===== src/hw/rtl/ucodec_pkg.sv =====
`timescale 1ns / 1ps

package ucodec_pkg;

    localparam int BYTE_W = 8;
    localparam int NIB_W  = 4;
    localparam int PH_W   = 2;
    localparam int CNT_W  = 2;

    localparam logic [PH_W-1:0] PH_IDLE = 2'd0;
    localparam logic [PH_W-1:0] PH_HIGH = 2'd1;
    localparam logic [PH_W-1:0] PH_LOW  = 2'd2;

    localparam logic DIR_ENCODE = 1'b0;
    localparam logic DIR_DECODE = 1'b1;

    localparam logic [BYTE_W-1:0] CH_PCT   = 8'h25;
    localparam logic [BYTE_W-1:0] CH_PLUS  = 8'h2B;
    localparam logic [BYTE_W-1:0] CH_SPACE = 8'h20;
    localparam logic [BYTE_W-1:0] CH_DASH  = 8'h2D;
    localparam logic [BYTE_W-1:0] CH_USCORE = 8'h5F;
    localparam logic [BYTE_W-1:0] CH_DOT   = 8'h2E;
    localparam logic [BYTE_W-1:0] CH_TILDE = 8'h7E;

    typedef struct packed {
        logic [CNT_W-1:0]  cnt;
        logic [BYTE_W-1:0] b0;
        logic [BYTE_W-1:0] b1;
        logic [BYTE_W-1:0] b2;
        logic              last;
        logic              err;
        logic [PH_W-1:0]   phase;
        logic [NIB_W-1:0]  nib;
    } t_xres;

    function automatic logic is_upper(input logic [BYTE_W-1:0] c);
        return (c >= 8'h41) && (c <= 8'h5A);
    endfunction

    function automatic logic is_lower(input logic [BYTE_W-1:0] c);
        return (c >= 8'h61) && (c <= 8'h7A);
    endfunction

    function automatic logic is_digit(input logic [BYTE_W-1:0] c);
        return (c >= 8'h30) && (c <= 8'h39);
    endfunction

    function automatic logic [BYTE_W-1:0] hex_char(input logic [NIB_W-1:0] v);
        logic [BYTE_W-1:0] w;
        w = {4'd0, v};
        return (v > 4'd9) ? w + 8'd55 : w + 8'd48;
    endfunction

    // lenient digit: 0-9, letters 10-35, others 0
    function automatic logic [BYTE_W-1:0] digit_value(input logic [BYTE_W-1:0] c);
        logic [BYTE_W-1:0] v;
        if (is_upper(c)) begin
            v = c - 8'h41 + 8'd10;
        end else if (is_lower(c)) begin
            v = c - 8'h61 + 8'd10;
        end else if (is_digit(c)) begin
            v = c - 8'h30;
        end else begin
            v = 8'd0;
        end
        return v;
    endfunction

    function automatic logic is_unreserved(input logic [BYTE_W-1:0] c);
        return is_upper(c) || is_lower(c) || is_digit(c) || (c == CH_DASH)
            || (c == CH_USCORE) || (c == CH_DOT) || (c == CH_TILDE);
    endfunction

endpackage


===== src/hw/rtl/ucodec_xlate.sv =====
`timescale 1ns / 1ps

module ucodec_xlate (
    input  logic [ucodec_pkg::BYTE_W-1:0] i_byte,
    input  logic                          i_last,
    input  logic                          i_dir,
    input  logic [ucodec_pkg::PH_W-1:0]   i_phase,
    input  logic [ucodec_pkg::NIB_W-1:0]  i_nib,
    output ucodec_pkg::t_xres             o_res
);
    import ucodec_pkg::*;

    logic [BYTE_W-1:0] dval;

    assign dval = digit_value(i_byte);

    always_comb begin
        o_res       = '0;
        o_res.last  = i_last;
        o_res.phase = PH_IDLE;
        o_res.nib   = '0;
        if (i_dir == DIR_ENCODE) begin
            if (is_unreserved(i_byte)) begin
                o_res.cnt = 2'd1;
                o_res.b0  = i_byte;
            end else if (i_byte == CH_SPACE) begin
                o_res.cnt = 2'd1;
                o_res.b0  = CH_PLUS;
            end else begin
                o_res.cnt = 2'd3;
                o_res.b0  = CH_PCT;
                o_res.b1  = hex_char(i_byte[7:4]);
                o_res.b2  = hex_char(i_byte[3:0]);
            end
        end else begin
            priority if (i_phase == PH_HIGH) begin
                if (i_last) begin
                    o_res.cnt = 2'd1;
                    o_res.err = 1'b1;
                end else begin
                    o_res.phase = PH_LOW;
                    o_res.nib   = dval[NIB_W-1:0];
                end
            end else if (i_phase == PH_LOW) begin
                o_res.cnt = 2'd1;
                o_res.b0  = {i_nib, 4'd0} + dval;
            end else if (i_byte == CH_PCT) begin
                if (i_last) begin
                    o_res.cnt = 2'd1;
                    o_res.err = 1'b1;
                end else begin
                    o_res.phase = PH_HIGH;
                end
            end else if (i_byte == CH_PLUS) begin
                o_res.cnt = 2'd1;
                o_res.b0  = CH_SPACE;
            end else begin
                o_res.cnt = 2'd1;
                o_res.b0  = i_byte;
            end
        end
    end

endmodule


===== src/hw/rtl/ucodec_outbuf.sv =====
`timescale 1ns / 1ps

module ucodec_outbuf (
    input  logic                          i_clk,
    input  logic                          i_rst_n,
    input  logic                          i_load,
    input  ucodec_pkg::t_xres             i_res,
    input  logic                          i_ready,
    output logic                          o_can_load,
    output logic                          o_valid,
    output logic [ucodec_pkg::BYTE_W-1:0] o_byte,
    output logic                          o_run_end,
    output logic                          o_str_end,
    output logic                          o_err
);
    import ucodec_pkg::*;

    logic [CNT_W-1:0]  r_rem;
    logic [BYTE_W-1:0] r_b0;
    logic [BYTE_W-1:0] r_b1;
    logic [BYTE_W-1:0] r_b2;
    logic              r_last;
    logic              r_err;
    logic              take;

    assign o_valid    = (r_rem != '0);
    assign take       = o_valid && i_ready;
    assign o_can_load = (r_rem == '0) || ((r_rem == 2'd1) && take);
    assign o_byte     = r_b0;
    assign o_run_end  = (r_rem == 2'd1);
    assign o_str_end  = (r_rem == 2'd1) && r_last;
    assign o_err      = r_err;

    always_ff @(posedge i_clk) begin
        if (!i_rst_n) begin
            r_rem <= '0;
        end else if (i_load) begin
            r_rem <= i_res.cnt;
        end else if (take) begin
            r_rem <= r_rem - 2'd1;
        end
    end

    always_ff @(posedge i_clk) begin
        if (i_load) begin
            r_b0   <= i_res.b0;
            r_b1   <= i_res.b1;
            r_b2   <= i_res.b2;
            r_last <= i_res.last;
            r_err  <= i_res.err;
        end else if (take) begin
            r_b0 <= r_b1;
            r_b1 <= r_b2;
        end
    end

endmodule


===== src/hw/rtl/url_percent_codec.sv =====
`timescale 1ns / 1ps
// Path: a taken input byte passes the input register, then the result register, before its first result shows.
// One input byte per cycle for one-result bytes while the output is ready; an encoded escape holds
// the result register for its three result bytes, so the next byte waits in the input register.
// Reset: synchronous, active low; clears direction (encode), escape state and
// both stage valids. A direction write also clears the escape state.
module url_percent_codec (
    input  logic                          i_clk,
    input  logic                          i_rst_n,
    input  logic                          i_cfg_we,
    input  logic                          i_cfg_data,
    input  logic                          s_axis_tvalid,
    output logic                          s_axis_tready,
    input  logic [ucodec_pkg::BYTE_W-1:0] s_axis_tdata,  // [7:0] in_byte
    input  logic                          s_axis_tlast,
    output logic                          m_axis_tvalid,
    input  logic                          m_axis_tready,
    output logic [ucodec_pkg::BYTE_W-1:0] m_axis_tdata,  // [7:0] out_byte
    output logic                          m_axis_tlast,
    output logic [1:0]                    m_axis_tuser   // [0] run_end, [1] escape_error
);
    import ucodec_pkg::*;

    logic              r_dir;
    logic [PH_W-1:0]   r_phase;
    logic [NIB_W-1:0]  r_nib;
    logic              r_in_valid;
    logic [BYTE_W-1:0] r_in_byte;
    logic              r_in_last;
    logic              can_load;
    logic              advance;
    logic              s_take;
    logic              run_end;
    logic              err;
    t_xres             xres;

    assign advance       = r_in_valid && can_load;
    assign s_axis_tready = !r_in_valid || advance;
    assign s_take        = s_axis_tvalid && s_axis_tready;

    always_ff @(posedge i_clk) begin
        if (!i_rst_n) begin
            r_in_valid <= 1'b0;
        end else if (s_take) begin
            r_in_valid <= 1'b1;
        end else if (advance) begin
            r_in_valid <= 1'b0;
        end
    end

    always_ff @(posedge i_clk) begin
        if (s_take) begin
            r_in_byte <= s_axis_tdata;
            r_in_last <= s_axis_tlast;
        end
    end

    always_ff @(posedge i_clk) begin
        if (!i_rst_n) begin
            r_dir   <= DIR_ENCODE;
            r_phase <= PH_IDLE;
            r_nib   <= '0;
        end else if (i_cfg_we) begin
            r_dir   <= i_cfg_data;
            r_phase <= PH_IDLE;
            r_nib   <= '0;
        end else if (advance) begin
            r_phase <= xres.phase;
            r_nib   <= xres.nib;
        end
    end

    ucodec_xlate u_xlate (
        .i_byte  (r_in_byte),
        .i_last  (r_in_last),
        .i_dir   (r_dir),
        .i_phase (r_phase),
        .i_nib   (r_nib),
        .o_res   (xres)
    );

    ucodec_outbuf u_outbuf (
        .i_clk      (i_clk),
        .i_rst_n    (i_rst_n),
        .i_load     (advance),
        .i_res      (xres),
        .i_ready    (m_axis_tready),
        .o_can_load (can_load),
        .o_valid    (m_axis_tvalid),
        .o_byte     (m_axis_tdata),
        .o_run_end  (run_end),
        .o_str_end  (m_axis_tlast),
        .o_err      (err)
    );

    assign m_axis_tuser = {err, run_end};

    a_encode_no_escape: assert property (@(posedge i_clk) disable iff (!i_rst_n)
        (r_dir == DIR_ENCODE) |-> (r_phase == PH_IDLE))
        else $error("escape state active in encode mode");

    a_error_ends_string: assert property (@(posedge i_clk) disable iff (!i_rst_n)
        (m_axis_tvalid && m_axis_tuser[1]) |-> (m_axis_tlast && m_axis_tuser[0]
            && (m_axis_tdata == '0)))
        else $error("error result not a closing zero item");

    a_string_end_run_end: assert property (@(posedge i_clk) disable iff (!i_rst_n)
        (m_axis_tvalid && m_axis_tlast) |-> m_axis_tuser[0])
        else $error("string end without run end");

    a_last_clears_escape: assert property (@(posedge i_clk) disable iff (!i_rst_n)
        ($past(i_rst_n) && $past(advance) && $past(r_in_last)) |-> (r_phase == PH_IDLE))
        else $error("escape state left open after last byte");

endmodule


===== config.mk =====
export PLATFORM = sky130hd
export DESIGN_NAME = url_percent_codec
export DESIGN_NICKNAME = d
export VERILOG_FILES = /design/src/hw/rtl/ucodec_pkg.sv /design/src/hw/rtl/ucodec_xlate.sv /design/src/hw/rtl/ucodec_outbuf.sv /design/src/hw/rtl/url_percent_codec.sv
export SDC_FILE = /design/constraint.sdc
export NUM_CORES = 1
export LEC_CHECK = 0
export BUFFER_PORTS_ARGS = -buffer_cell sky130_fd_sc_hd__clkbuf_2
export CORE_MARGIN = 2
export CORE_UTILIZATION = 59
export DETAILED_ROUTE_END_ITERATION = 10
export MAX_ROUTING_LAYER = met4
export PLACE_DENSITY = 0.8
export SLEW_MARGIN = 20
export SYNTH_ARGS = -nofsm -noshare
export SYNTH_HDL_FRONTEND = slang
export SYNTH_SLANG_ARGS = --single-unit

===== constraint.sdc =====
create_clock -name i_clk -period 4.6 [get_ports i_clk]
set_input_delay 0 -clock i_clk [delete_from_list [all_inputs] [get_ports i_clk]]
set_output_delay 0 -clock i_clk [all_outputs]
set_load 0.01 [all_outputs]

# After elaboration in Yosys (flattened, before gate mapping)
# Cells that the tools add are included.
# classes
n_mux	34
n_reduce_logical	23
n_addsub	11
n_lt_le_gt_ge	8
eq_ne	10
bitwise	1
# op_table
cell	n
2-to-1 mux 8 bit	12
2-to-1 mux 16 bit	3
equality test 8 x 6 -> 1 bit (second input constant)	5
2-to-1 mux 10 bit	4
adder 4 x 6 -> 7 bit (second input constant)	4
adder 8 x 4 -> 8 bit (second input constant)	2
equality test 8 x 7 -> 1 bit (second input constant)	2
>= comparator 8 x 7 -> 1 bit (second input constant)	2
less-or-equal comparator 8 x 7 -> 1 bit (second input constant)	2
subtractor 8 x 7 -> 8 bit (second input constant)	2
2-to-1 mux 6 bit	2
2-to-1 mux 3 bit	3
adder 8 bit	1
>= comparator 8 x 6 -> 1 bit (second input constant)	1
> comparator 4 bit (second input constant)	2
less-or-equal comparator 8 x 6 -> 1 bit (second input constant)	1
logical AND 1 bit	8
logical OR 1 bit	8
2-to-1 mux 2 bit	4
subtractor 8 x 6 -> 8 bit (second input constant)	1
nonzero test 2 bit	3
2-to-1 mux 1 bit	5
equality test 2 x 1 -> 1 bit (second input constant)	2
2-to-1 mux 4 bit	1
7 further kinds	7
# word_totals
reg_bits	45
inputBits	15
output_inout_bits	13
wordCells	99

# Longest topological paths before layout
# logic_depth
depth_word	11
mapped_depth	17
mapped_depth_nobuf	16

# Cells and area by module
# Synthesis repeated with hierarchy kept, for this count alone.
# unflattened
cells_unflattened	300
area_unflattened_um2	3047.9
# by_module_without_submodules
mod	seq_area_each_um2	cells_each	n_inst	area_per_inst_um2
ucodec_xlate	0.0	189	1	1232.4
ucodec_outbuf	820.8	64	1	1174.9
url_percent_codec	430.4	47	1	640.6

# Worst setup path before layout
# No wires, ideal clock.
# synth_path
path_kind	register -> register
start	register r_in_byte[5]
end	register u_outbuf.r_b0[6] (netlist: u_outbuf.o_byte[6]) (data pin)
synth_period_minus_slack_ps	3392
t_arrival_ps	3106
path_buffers	1
setup_ps	286
path_slack_ps	1208
required_ps	4314
stages_incl_launch_ff	18
cell_sequence	edfxtp_1 > clkbuf_1 > inv_1 > ha_1 > nor4b_1 > a21oi_2 > o2bb2ai_1 > a21oi_1 > o21ai_0 > ha_1 > inv_1 > fa_1 > xor2_1 > nor2_1 > a21oi_1 > o2bb2ai_1 > a22oi_1 > a21oi_1
# synth_via
elab_chain_cells	11
elab_cells_between_ends	37
classes_between	add/sub: 6; order compare: 6; eq/ne: 6; mux: 10; reduce/logical: 9
# synth_rtl
item	line_no	source
from (decl)	url_percent_codec.sv:28	logic [BYTE_W-1:0] r_in_byte;
from (signal assigned)	url_percent_codec.sv:53	r_in_byte <= s_axis_tdata;
branches (longest 9 deep; another with subtractor 8 x 7 -> 8 bit)	--	
2-to-1 mux 10 bit (*)	ucodec_xlate.sv:22	if (i_dir == DIR_ENCODE) begin
2-to-1 mux 8 bit (*)	ucodec_outbuf.sv:45	if (i_load) begin
to (signal assigned)	ucodec_outbuf.sv:46	r_b0 <= i_res.b0;
to (signal assigned)	ucodec_outbuf.sv:52	r_b0 <= r_b1;
to (decl)	ucodec_outbuf.sv:19	logic [BYTE_W-1:0] r_b0;
# Every way passes the cells marked *.
# A chain may end at the register's enable or synchronous reset.

# Worst setup path in the final report
# layout_path
start	register r_in_byte[4]
end	register u_outbuf.r_b0[6] (netlist: u_outbuf.o_byte[6]) (data pin)
# Same word-level chain as after synthesis.

==> impl_metrics.env <==
export IMPL_clockRootBuffer="clkbuf_8"
export IMPL_peakVddDrop_v=0.0002041
export IMPL_timing_critical_path_arrival_ns=3.98
export IMPL_ys_seq_area_frac=0.4203
export IMPL_numPlacedInstances=371
export IMPL_die_area_um2=5374
export IMPL_critical_path_endpoint_type="register"
export IMPL_grt_antenna_before_repair=0
export IMPL_min_period_over_period=0.8613
export IMPL_postSynthAreaPerCell_um2=9.353
export IMPL_net_count_synth=334
export IMPL_design_portCount=28
export IMPL_worstSetupStartpointType="register"
export IMPL_setup_cp_type="reg2reg"
export IMPL_start_util=0.6040
export IMPL_fill_cells=369
export IMPL_clkPwrFrac=0.291
export IMPL_dr_pass1_iters=6
export IMPL_drt_iter0_drc=313
export IMPL_drt_drc_violations_left=0
export IMPL_setup_viol_count_final=0
export IMPL_setup_repair_after_global_routing_missed_its_margin="no"
export IMPL_die_y_um=73.31
export IMPL_finish_net_count=367
export IMPL_layout_cells_non_filler=391
export IMPL_cellLeakagePower_nw=1.249
export IMPL_post_cts_resized=0
export IMPL_route_detailed_vias_per_inst=6.256
export IMPL_place_gp_congestion=0.9742
export IMPL_clock_fmax_mhz=252.4
export IMPL_worst_ep_required_time_ns=4.62
export IMPL_async_flop_share=0
export IMPL_hpwl_mm=4.791
export IMPL_postRouteAntennaNets=0
export IMPL_hold_class="in2reg"
export IMPL_cap_viol_max_count=0
export IMPL_chipWidth_um=73.31
export IMPL_dr_total_vias=2446
export IMPL_setup_tns_final_ns=0
export IMPL_cp_max_fo=10
export IMPL_power_density_nw_per_um2=368.3
export IMPL_outcome="complete, no violations"
export IMPL_cts_made_buffers=5
export IMPL_syn_inst=303
export IMPL_minimum_period_implied_by_the_final_worst_setup_slack_ns=3.962
export IMPL_power_share_switching=0.3028
export IMPL_clk_transition_reported_paths_ns=0.08
export IMPL_clock_latency_ns=0.30
export IMPL_share_of_post_route_cells_with_drive_strength_above_1=0.1365
export IMPL_cts_sink_count=43
export IMPL_core_um2=4692
export IMPL_wire_per_inst_um=17.13
export IMPL_cts_root_to_sink_buffers=2
export IMPL_internal_power_uw=828.6
export IMPL_grt_first_pass_wirelength_mm=11.09
export IMPL_flow_area_growth_from_synthesis_pct=13.86
export IMPL_cts_tree="built"
export IMPL_groute_usage_overall=0.2794
export IMPL_ctsHtreeMaxLevel=2
export IMPL_synth_seq_cells=43
export IMPL_antennaDiodeCount=0
export IMPL_routed_wirelength_mm=6.699
export IMPL_timing_max_slew_rel_slack=0.5350
export IMPL_mappedNetlistArea_um2=2834
export IMPL_worst_clock_skew_ns=0.008952
export IMPL_grt_overflow_total=0
export IMPL_synth_enable_flop_cells=33
export IMPL_yosysUniqueCellTypes=63
export IMPL_row_count=25
export IMPL_comb_power_share=0.259
export IMPL_final_slew_violations=0
export IMPL_final_hold_viol_count=0
export IMPL_grt_pass1_vias=2222
export IMPL_net_switching_power_uw=359.8
export IMPL_seq_power_share=0.450
export IMPL_worstMarginPinSlew_ns=0.6967
export IMPL_synth_top_flop_cell="edfxtp_1"
export IMPL_grt_max_degree=32
export IMPL_placement_io_buffers=27
export IMPL_ys_warn_count=0
worst max-delay path, stage by stage, from the launching register on:
cell and delay, ns:
edfxtp_1 0.59, inv_1 0.25, ha_1 0.30, nor4b_1 0.34
a21oi_2 0.11, o2bb2ai_1 0.51, a21oi_1 0.13, o21ai_0 0.18
ha_1 0.20, inv_1 0.06, fa_1 0.37, xor2_1 0.14
nor2_1 0.05, a21oi_1 0.12, o2bb2ai_1 0.09, a22oi_1 0.16
a21oi_1 0.09
cell families after synthesis:
group | count (synthesis) | share of synthesized area
compound gates | 90 | 0.2225
xor+xnor | 6 | 0.01854
fa+ha+maj | 17 | 0.07682
buf+inv | 32 | 0.04856
flops | 43 | 0.4203
mux | 4 | 0.01413
simple gates | 111 | 0.1991
synthesized netlist by cell type (5+ instances only):
| cell | count | area, um^2 |
|---|---|---|
| edfxtp_1 | 33 | 991.0 |
| nand2_1 | 33 | 123.9 |
| nor2_1 | 30 | 112.6 |
| a21oi_1 | 22 | 110.1 |
| inv_1 | 18 | 67.56 |
| o21ai_0 | 17 | 85.08 |
| ha_1 | 15 | 187.7 |
| nand3_1 | 11 | 55.05 |
| dfxtp_1 | 10 | 200.2 |
| clkbuf_1 | 8 | 30.03 |
| nor3_1 | 7 | 35.03 |
| a31oi_1 | 5 | 31.28 |
| xnor2_1 | 5 | 43.79 |
per-layer routing:
metal  routed length (um)  track usage  up-vias
li1                     -            -     1185
met1                 2892       0.3811     1099
met2                 3010       0.4144      139
met3                  608      0.05761       23
met4                  187       0.1010        0
met5                    0            -        -
power by group through the flow:
| stage | combinational (mW) | sequential [mW] | clock, mW |
|---|---|---|---|
| finish | 0.308 | 0.535 | 0.345 |
| global route | 0.344 | 0.541 | 0.363 |
| CTS | 0.304 | 0.534 | 0.350 |
| detailed placement | 0.295 | 0.543 | 0 |
| global placement | 0.293 | 0.542 | 0 |
| floorplan | 0.219 | 0.532 | 0 |
stage by stage:
| stage | power [mW] | utilization | hold WS [ns] | setup WS [ns] | area, um^2 |
|---|---|---|---|---|---|
| finish | 1.188 | 0.6877 | 0.02001 | 0.6382 | 3227 |
| CTS | 1.189 | 0.6877 | 0.01692 | 0.7080 | 3227 |
| global placement | 0.8353 | 0.6339 | 0.1772 | 0.7216 | 2974 |
| global route | 1.249 | 0.6877 | 0.02485 | 0.2327 | 3227 |
| floorplan | 0.7504 | - | 0.09887 | 1.208 | 2834 |
| detailed placement | 0.8380 | 0.6339 | 0.1786 | 0.7000 | 2974 |
path summary, 6_finish.rpt:
kind	from	end	slack [ns]	depth (start not counted)
worst min-delay path	i_cfg_we	r_dir	0.02	3
worst max register to register	r_in_byte[4]	u_outbuf.o_byte[6]	0.64	16
worst min register to register	r_nib[3]	r_nib[3]	0.48	2
worst max-delay path	r_in_byte[4]	u_outbuf.o_byte[6]	0.64	16
area by class of cell:
| cell class | instances | area, um^2 | share of cell area |
|---|---|---|---|
| Clock buffer | 6 | 72.57 | 0.02249 |
| Tap cell | 54 | 67.56 | 0.02094 |
| Multi-Input combinational cell | 228 | 1505 | 0.4665 |
| Timing Repair Buffer | 40 | 262.8 | 0.08143 |
| Sequential cell | 43 | 1191 | 0.3691 |
| Inverter | 18 | 67.56 | 0.02094 |
| Clock inverter | 2 | 60.06 | 0.01861 |
sequential cells by signal (all words and copies together), names as in the netlist, 2 cells and up:
signal / count
r_phase: 2
u_outbuf.r_b2: 7
r_in_byte: 8
u_outbuf.r_b1: 7
u_outbuf.r_rem: 2
u_outbuf.o_byte: 8
r_nib: 4
cells in the final DEF (no fill, tap or decap), types with 5 or more instances in the layout:
cell and n:
clkbuf_8 5, nor2_1 30, xnor2_1 5, o21ai_0 17, nand2_1 33, edfxtp_1 33
clkbuf_2 27, dfxtp_1 10, ha_1 15, nand3_1 11, nor3_1 7, a31oi_1 5
dlygate4sd3_1 12, inv_1 18, a21oi_1 22
what timing repair did:
action / CTS / global route
buffers inserted: 0 / 0
hold buffers: 12 / 0
hold endpoints to repair: 12 / 0
Power figures use the tool's default switching activity.
